### src/hdl/fslm_pkg.sv
// Shared types, constants and a helper function for the frame slot lease manager.
package fslm_pkg;

  localparam int SLOT_COUNT_DEFAULT = 8;
  localparam int SLOT_W             = 3;
  localparam int TAG_W              = 64;

  typedef enum logic [2:0] {
    OP_ACQ_WRITE = 3'd0,
    OP_PUBLISH   = 3'd1,
    OP_ACQ_READ  = 3'd2,
    OP_REL_READ  = 3'd3,
    OP_ACQ_PAIR  = 3'd4,
    OP_REL_PAIR  = 3'd5
  } op_e;

  typedef struct packed {
    logic [2:0]       operation;
    logic [SLOT_W-1:0] slot_index;
    logic [TAG_W-1:0] sequence_req;
    logic [TAG_W-1:0] capture_time;
    logic             is_unique;
    logic             lease_valid;
  } fslm_in_t;

  typedef struct packed {
    logic              granted;
    logic [SLOT_W-1:0] slot_a;
    logic [SLOT_W-1:0] slot_b;
    logic [TAG_W-1:0]  sequence_a;
    logic [TAG_W-1:0]  sequence_b;
    logic [TAG_W-1:0]  time_a;
    logic [TAG_W-1:0]  time_b;
    logic [TAG_W-1:0]  latest_sequence;
  } fslm_out_t;

  // A protected slot marker: a slot number with a valid bit.
  typedef struct packed {
    logic              valid;
    logic [SLOT_W-1:0] idx;
  } marker_t;

  // One stored entry of the slot memory.
  typedef struct packed {
    logic [TAG_W-1:0] seq_num;
    logic [TAG_W-1:0] capture_time;
  } entry_t;

  // Memory access request issued by the controller for one item.
  typedef struct packed {
    logic              rd_en;
    logic [SLOT_W-1:0] rd_idx_a;
    logic [SLOT_W-1:0] rd_idx_b;
    logic              wr_en;
    logic [SLOT_W-1:0] wr_idx;
    entry_t            wr_entry;
  } mem_req_t;

  // Decision for one item, carried while its memory read completes.
  typedef struct packed {
    logic              granted;
    logic [SLOT_W-1:0] slot_a;
    logic [SLOT_W-1:0] slot_b;
    logic              fill_a;
    logic              fill_b;
    logic [TAG_W-1:0]  latest_sequence;
  } decision_t;

  function automatic logic names(marker_t m, logic [31:0] i);
    return m.valid && (32'(m.idx) == i);
  endfunction

endpackage

### src/hdl/fslm_slot_mem.sv
// Slot tag memory: one write port and two registered read ports.
module fslm_slot_mem #(
  parameter int SLOT_COUNT = fslm_pkg::SLOT_COUNT_DEFAULT
) (
  input  logic              clk,
  input  fslm_pkg::mem_req_t req,
  output fslm_pkg::entry_t  rd_a,
  output fslm_pkg::entry_t  rd_b
);
  import fslm_pkg::*;

  localparam int IDX_W = $clog2(SLOT_COUNT);

  entry_t mem [SLOT_COUNT];

  always_ff @(posedge clk) begin
    if (req.wr_en) begin
      mem[IDX_W'(req.wr_idx)] <= req.wr_entry;
    end
  end

  always_ff @(posedge clk) begin
    if (req.rd_en) begin
      rd_a <= mem[IDX_W'(req.rd_idx_a)];
      rd_b <= mem[IDX_W'(req.rd_idx_b)];
    end
  end

endmodule

### src/hdl/fslm_marker_ctrl.sv
// Marker registers, free slot search and per-item lease decisions.
module fslm_marker_ctrl #(
  parameter int SLOT_COUNT = fslm_pkg::SLOT_COUNT_DEFAULT
) (
  input  logic                 clk,
  input  logic                 rst,
  input  logic                 cfg_write,
  input  logic                 cfg_data,
  input  logic                 accept,
  input  fslm_pkg::fslm_in_t   item,
  output fslm_pkg::mem_req_t   mem_req,
  output fslm_pkg::decision_t  decision
);
  import fslm_pkg::*;

  localparam int IDX_W = $clog2(SLOT_COUNT);

  logic             pool_ready;
  marker_t          latest_slot, reader_slot, unique_newest, unique_older;
  marker_t          pair_older, pair_newer;
  marker_t          latest_slot_next, reader_slot_next;
  marker_t          unique_newest_next, unique_older_next;
  marker_t          pair_older_next, pair_newer_next;
  logic [TAG_W-1:0] latest_seq, latest_seq_next;

  logic [SLOT_COUNT-1:0] prot;
  logic [IDX_W-1:0]      free_idx;
  logic                  pub_ok;

  // Lowest slot that no marker protects; slot 0 when all are taken.
  always_comb begin
    free_idx = '0;
    for (int i = SLOT_COUNT - 1; i >= 0; i--) begin
      prot[i] = names(latest_slot, 32'(i)) || names(reader_slot, 32'(i)) ||
                names(unique_newest, 32'(i)) || names(unique_older, 32'(i)) ||
                names(pair_older, 32'(i)) || names(pair_newer, 32'(i));
      if (!prot[i]) begin
        free_idx = IDX_W'(i);
      end
    end
  end

  assign pub_ok = (32'(item.slot_index) < 32'(SLOT_COUNT));

  always_comb begin
    latest_slot_next   = latest_slot;
    reader_slot_next   = reader_slot;
    unique_newest_next = unique_newest;
    unique_older_next  = unique_older;
    pair_older_next    = pair_older;
    pair_newer_next    = pair_newer;
    latest_seq_next    = latest_seq;

    mem_req                       = '0;
    mem_req.wr_idx                = item.slot_index;
    mem_req.wr_entry.seq_num      = item.sequence_req;
    mem_req.wr_entry.capture_time = item.capture_time;
    decision                      = '0;

    unique case (item.operation)
      OP_ACQ_WRITE: begin
        decision.granted = 1'b1;
        decision.slot_a  = free_idx[SLOT_W-1:0];
      end
      OP_PUBLISH: begin
        if (pub_ok) begin
          mem_req.wr_en    = 1'b1;
          latest_slot_next = '{valid: 1'b1, idx: item.slot_index};
          latest_seq_next  = item.sequence_req;
          if (item.is_unique) begin
            unique_older_next  = unique_newest;
            unique_newest_next = '{valid: 1'b1, idx: item.slot_index};
          end
        end
      end
      OP_ACQ_READ: begin
        if (latest_slot.valid && pool_ready) begin
          reader_slot_next = latest_slot;
          decision.granted = 1'b1;
          decision.slot_a  = latest_slot.idx;
          decision.fill_a  = 1'b1;
          mem_req.rd_en    = 1'b1;
          mem_req.rd_idx_a = latest_slot.idx;
        end
      end
      OP_REL_READ: begin
        if (item.lease_valid) begin
          reader_slot_next = '0;
        end
      end
      OP_ACQ_PAIR: begin
        if (unique_older.valid && unique_newest.valid && pool_ready) begin
          pair_older_next  = unique_older;
          pair_newer_next  = unique_newest;
          decision.granted = 1'b1;
          decision.slot_a  = unique_older.idx;
          decision.slot_b  = unique_newest.idx;
          decision.fill_a  = 1'b1;
          decision.fill_b  = 1'b1;
          mem_req.rd_en    = 1'b1;
          mem_req.rd_idx_a = unique_older.idx;
          mem_req.rd_idx_b = unique_newest.idx;
        end
      end
      OP_REL_PAIR: begin
        if (item.lease_valid) begin
          pair_older_next = '0;
          pair_newer_next = '0;
        end
      end
      default: begin
      end
    endcase

    decision.latest_sequence = latest_seq_next;

    if (!accept) begin
      mem_req.rd_en = 1'b0;
      mem_req.wr_en = 1'b0;
    end
  end

  always_ff @(posedge clk) begin
    if (rst) begin
      pool_ready    <= 1'b0;
      latest_slot   <= '0;
      reader_slot   <= '0;
      unique_newest <= '0;
      unique_older  <= '0;
      pair_older    <= '0;
      pair_newer    <= '0;
      latest_seq    <= '0;
    end else begin
      if (cfg_write) begin
        pool_ready <= cfg_data;
      end
      if (accept) begin
        latest_slot   <= latest_slot_next;
        reader_slot   <= reader_slot_next;
        unique_newest <= unique_newest_next;
        unique_older  <= unique_older_next;
        pair_older    <= pair_older_next;
        pair_newer    <= pair_newer_next;
        latest_seq    <= latest_seq_next;
      end
    end
  end

endmodule

### src/hdl/frame_slot_lease_manager.sv
// Top level of the frame slot lease manager: item pipeline and output register.
//
// The block keeps lease bookkeeping for a pool of SLOT_COUNT frame buffer
// slots. Each accepted item is one operation (acquire write, publish, acquire
// read, release read, acquire pair, release pair) and yields exactly one
// result item, in order. The protected markers live in registers and are
// updated at the edge that accepts the item, so the following item already
// sees them. The sequence number and capture tag of every slot live in a
// small synchronous memory with two read ports; a publish writes it at the
// accept edge, and a granted read or pair lease reads it at the same edge
// into the registered read ports. The item's decision waits in stage 1 and
// moves to the output register once that register is free or being emptied,
// so a stall can hold it in stage 1. The block accepts one item every cycle
// as long as results are taken; when the output is stalled it holds at most
// one item waiting on the memory plus the one in the output register. The
// pool_ready register is written with cfg_write and cfg_data and takes
// effect for the next accepted item. Slot numbers on the ports are three
// bits wide, so only slots 0 to 7 can be published; a publish naming a slot
// outside the pool is ignored. There is no clearing pass after reset: the
// memory is only read for slots that a publish has already written.
module frame_slot_lease_manager #(
  parameter int SLOT_COUNT = fslm_pkg::SLOT_COUNT_DEFAULT
) (
  input  logic                clk,
  input  logic                rst,
  input  logic                cfg_write,
  input  logic                cfg_data,
  input  logic                in_valid,
  output logic                in_ready,
  input  fslm_pkg::fslm_in_t  in_item,
  output logic                out_valid,
  input  logic                out_ready,
  output fslm_pkg::fslm_out_t out_item
);
  import fslm_pkg::*;

  logic      accept;
  mem_req_t  mem_req;
  decision_t decision;
  entry_t    rd_a, rd_b;

  // Stage 1 holds the decision of an item whose memory read is in flight.
  logic      s1_valid;
  decision_t s1_info;
  logic      s1_move;
  fslm_out_t result;

  // Stage 1 advances whenever the output register is free or being emptied.
  assign s1_move  = !out_valid || out_ready;
  assign in_ready = !s1_valid || s1_move;
  assign accept   = in_valid && in_ready;

  fslm_marker_ctrl #(
    .SLOT_COUNT(SLOT_COUNT)
  ) u_ctrl (
    .clk      (clk),
    .rst      (rst),
    .cfg_write(cfg_write),
    .cfg_data (cfg_data),
    .accept   (accept),
    .item     (in_item),
    .mem_req  (mem_req),
    .decision (decision)
  );

  // The read data register only loads on an accepted item, so it holds
  // steady for an item that waits in stage 1.
  fslm_slot_mem #(
    .SLOT_COUNT(SLOT_COUNT)
  ) u_mem (
    .clk (clk),
    .req (mem_req),
    .rd_a(rd_a),
    .rd_b(rd_b)
  );

  // Assemble the result; tag fields are zero unless the lease filled them.
  always_comb begin
    result                 = '0;
    result.granted         = s1_info.granted;
    result.slot_a          = s1_info.slot_a;
    result.slot_b          = s1_info.slot_b;
    result.latest_sequence = s1_info.latest_sequence;
    if (s1_info.fill_a) begin
      result.sequence_a = rd_a.seq_num;
      result.time_a     = rd_a.capture_time;
    end
    if (s1_info.fill_b) begin
      result.sequence_b = rd_b.seq_num;
      result.time_b     = rd_b.capture_time;
    end
  end

  always_ff @(posedge clk) begin
    if (rst) begin
      s1_valid  <= 1'b0;
      out_valid <= 1'b0;
    end else begin
      if (accept) begin
        s1_valid <= 1'b1;
      end else if (s1_move) begin
        s1_valid <= 1'b0;
      end
      if (s1_move) begin
        out_valid <= s1_valid;
      end
    end
  end

  always_ff @(posedge clk) begin
    if (accept) begin
      s1_info <= decision;
    end
    if (s1_move && s1_valid) begin
      out_item <= result;
    end
  end

  // A publish inside the pool makes its sequence the reported latest one.
  a_publish_latest: assert property (@(posedge clk) disable iff (rst)
    accept && (in_item.operation == OP_PUBLISH) &&
    (32'(in_item.slot_index) < 32'(SLOT_COUNT))
    |=> s1_info.latest_sequence == $past(in_item.sequence_req))
    else $error("publish did not update the latest sequence");

  // An item stalled in stage 1 keeps its memory read data.
  a_stall_holds_read: assert property (@(posedge clk) disable iff (rst)
    s1_valid && !s1_move |=> s1_valid && $stable(rd_a) && $stable(rd_b))
    else $error("read data changed while its item was stalled");

  // A refused or non-lease result carries no slot and no tags.
  a_refused_clean: assert property (@(posedge clk) disable iff (rst)
    out_valid && !out_item.granted
    |-> (out_item.slot_a == '0) && (out_item.slot_b == '0) &&
        (out_item.sequence_a == '0) && (out_item.time_a == '0) &&
        (out_item.sequence_b == '0) && (out_item.time_b == '0))
    else $error("refused result carries slot or tag data");

  // Only a granted pair names a second slot.
  a_slot_b_granted: assert property (@(posedge clk) disable iff (rst)
    s1_valid && (s1_info.slot_b != '0) |-> s1_info.granted && s1_info.fill_b)
    else $error("second slot reported without a granted pair");

endmodule

### config.mk
export PLATFORM = sky130hd
export DESIGN_NAME = frame_slot_lease_manager
export DESIGN_NICKNAME = d
export VERILOG_FILES = /design/src/hdl/fslm_pkg.sv /design/src/hdl/fslm_slot_mem.sv /design/src/hdl/fslm_marker_ctrl.sv /design/src/hdl/frame_slot_lease_manager.sv
export SDC_FILE = /design/constraint.sdc
export NUM_CORES = 2
export LEC_CHECK = 0
export ABC_AREA = 1
export BUFFER_PORTS_ARGS = -buffer_cell sky130_fd_sc_hd__buf_4
export CAP_MARGIN = 10
export CORE_MARGIN = 10
export CORE_UTILIZATION = 66
export CTS_BUF_LIST = sky130_fd_sc_hd__clkbuf_8
export CTS_CLUSTER_SIZE = 24
export DETAILED_ROUTE_END_ITERATION = 6
export PLACE_DENSITY = 0.89
export SLEW_MARGIN = 5
export SYNTH_ARGS = -nofsm -noshare
export SYNTH_HDL_FRONTEND = slang
export SYNTH_HIERARCHICAL = 1
export SYNTH_SLANG_ARGS = --single-unit
### constraint.sdc
create_clock -name clk -period 34.1 [get_ports clk]
set_input_delay 5.115 -clock clk [delete_from_list [all_inputs] [get_ports clk]]
set_output_delay 5.115 -clock clk [all_outputs]
set_load 0.02 [all_outputs]
==> impl_results.md <==
- Root buf cell: clkbuf_8
- Area delta synth->final: 9.45%
- Synth Area in Simple Gates: 25.3%
- WL/cell: 21.0 um
- Die height: 373 um
- DRT Pass-1 Iters: 7
- Lkg Pwr: between 40 and 50 nW
- WS Path Type: in -> out
- Vias per inst: ~5.8
- Cell count after synthesis: 8907
- DR iter-0 viols: 10257
- Setup Buffers After CTS: 0
- Compound-Gate Fraction of Synth Area: less than 1%
- HPWL after DPL: ~120000 um
- First-pass GRT wire length: around 350000 um
- Vias: approximately 64000
- Crit share post-route: roughly a third
- Power density over the cells: about 48 nW/um^2
- Slew @ Worst Pin: 1.28 ns
- TritonCTS Sinks: approximately 1800
- Num CTS Buffers: between 200 and 300
- Outcome: complete, but fails checks
- Site Rows: 129
- CP required: a little under 30 ns
- Crit. End Element: output port
- Post-Syn Area per Cell: 9.25 sq um
- Fraction of layout cells with a size suffix above 1: around 10%
- Grt ovf: 0
- Final Max Slew Viols: 0
- I/O pin count: approximately 470
- Die ar.: 139000 sq um
- Synth cell types: 40
- Number of global-route vias before repair: approximately 64000
- CTS H-Tree Depth: 5
- Reg clk slew, reported paths: ~0.060 ns
- Initial Utilization: about two thirds
- Skew-Pair Late Insertion Delay: 1.03 ns
- Post-synthesis mux area share: less than 1%
- Syn_nets: ~9000
- Post-cts repair resize count: 0
- Count of final setup violators: 0
- Clock period minus worst slack: 10.79 ns
- RSZ-0062 raised after global routing: false
- Largest family of logic cells by synthesized area: simple AND/OR/NAND/NOR gates
- Max Clock Skew: between 0.05 and 0.06 ns
- Slew headroom: roughly 14%
- Multi-input gate area: between 20000 and 25000 sq um
- CTS tree: done
- Clock Path Buffers: 4
- Routed Antenna Nets: 0
- Adder-Cell Fraction of Synth Area: 0%
- Flops & latches, synth: 1771
- Die Wd: approximately 370 um
- Crit-path max FO: 3
- Core region area: between 100000 and 150000 sq um
- Largest net degree at the start of global routing: 212
- Failing checks: design-rule violations
- Final Hold Vio Count: 0
- FILL cells: around 8000
- Initial antenna violation count: 27
- Register area: about 52000 sq um
- Post-route core utilization: 72.8%
- YS warnings: 6
- Seq/Total Area, Yosys: between 60% and 70%
- Fmax: just over 90 MHz
- Hold-fix buffers at CTS: 0
- Peak supply drop: about 43 uV
- Max cap viols: 0
- Final nets: roughly 9300
- DRC Markers: 20
- CP arrival: around 5.7 ns
- GRT Overall Usage: between 30% and 40%
- WL final: between 200000 and 250000 um
- Setup crit start kind: input pin
- Synthesized cell area: 82400 sq um
- Input/output buffers: between 400 and 500
- Min-delay worst type: reg -> reg
- Post-Synth XOR/XNOR Area: 0%
- Total negative setup slack: 0 ns
- GP Congestion: 0.862
- Reg2Reg Setup Slack: about 29 ns
Yosys cell counts (all sizes together):
master | count | area share, %
o21ai | 4 | 0.029
nand3 | 1037 | 6.3
a21o | 1 | 0.0091
mux2i | 1 | 0.012
edfxtp | 1680 | 61
a22oi | 1 | 0.0091
nor3b | 1 | 0.015
a221oi | 3 | 0.032
nand2 | 3857 | 18
a22o | 1 | 0.011
a21oi | 20 | 0.12
o22ai | 3 | 0.023
nor2 | 194 | 0.92
a211oi | 6 | 0.055
nand4 | 2 | 0.023
o211ai | 1 | 0.0091
a32oi | 1 | 0.011
dfxtp | 91 | 2.2
buf | 518 | 4.5
o31ai | 1 | 0.0091
clkbuf | 79 | 0.36
o2111ai | 1 | 0.011
a31oi | 5 | 0.056
or2 | 1 | 0.0076
inv | 1330 | 6.1
nor3 | 68 | 0.41
state kept, by name, indices dropped and copies added, names as in the netlist, 2 cells and up:
| name | flops |
|---|---|
| u_mem/mem | 1024 |
| out_item | 327 |
| u_mem/rd_a | 128 |
| u_mem/rd_b | 128 |
| result | 71 |
| u_ctrl/latest_seq | 64 |
| u_ctrl/latest_slot | 4 |
| u_ctrl/pair_newer | 4 |
| u_ctrl/pair_older | 4 |
| u_ctrl/reader_slot | 4 |
| u_ctrl/unique_newest | 4 |
| u_ctrl/unique_older | 4 |
| s1_info | 2 |
cell type report:
cell class / instances / share of cell area, %
Sequential cell: 1771 / 58.0
Antenna cell: 21 / 0.0583
Timing Repair Buffer: 538 / 4.60
Tap cell: 1637 / 2.27
Multi-Input combinational cell: 5209 / 23.6
Clock inverter: 188 / 1.15
Clock buffer: 309 / 4.72
Inverter: 1330 / 5.61
metrics by stage:
stage	area [sq um]	hold WS, ns	setup slack, ns	cells	power (W)
final	90200	0.398	23.31	11003	0.00429
after global routing	90100	0.413	23.26	10998	0.00442
after CTS	90100	0.400	23.31	10982	0.00431
after detailed placement	84800	0.405	23.32	10485	0.00260
after global placement	84800	0.401	23.36	10485	0.00259
after floorplan	82400	0.400	12.18	8907	0.00255
path summary, 6_finish.rpt:
kind / start / to / cells past startpoint
setup / recovery: out_ready / in_ready / 4
hold / removal: result[37] / out_item[37] / 0
setup reg to reg: u_ctrl/latest_slot[3] / u_mem/rd_a[61] / 12
hold reg to reg: result[37] / out_item[37] / 0
placed cells by master (no fill, tap or decap), types with 2 or more instances in the layout:
cell type / n
nor2_1: 180
buf_4: 529
nand3_1: 1037
diode_2: 21
clkbuf_8: 309
a21oi_1: 18
inv_6: 2
a211oi_1: 6
edfxtp_1: 1680
o22ai_4: 3
a221oi_1: 3
buf_12: 9
o21ai_0: 3
inv_16: 2
dfxtp_1: 91
inv_8: 4
inv_1: 1403
bufinv_16: 10
nor2_4: 12
inv_2: 4
nor3_1: 68
nand2_1: 3855
clkinv_2: 30
clkinv_1: 56
clkinvlp_4: 7
a21oi_4: 2
a31oi_1: 4
logic make-up (layout without fill, tap and decap cells):
kind of cell    count (synthesis)  count (layout)
simple gates                 5160            5160
buf+inv                      1927            2365
flops                        1771            1771
compound gates                 48              48
mux                             1               1
other cells                     0              21
metal layers:
layer / up-vias / global-route usage (%) / wire length, um
li1: 28419 / - / -
met1: 28955 / 39.3 / 78600
met2: 5397 / 50.0 / 105000
met3: 1101 / 9.63 / 34300
met4: 12 / 19.5 / 12700
met5: - / 0 / 79
worst max-delay path, stage by stage:
cell	delay, ns
buf_4	0.11
inv_1	0.12
nand3_1	0.14
buf_4	0.19
report_power, final:
part	total (W)	switching, W	internal [W]
registers	0.00242	0.0000113	0.00241
logic	0.000135	0.0000951	0.0000403
clock network	0.00174	0.000826	0.000910
total	0.00429	0.000932	0.00336
Power figures use the tool's default switching activity.
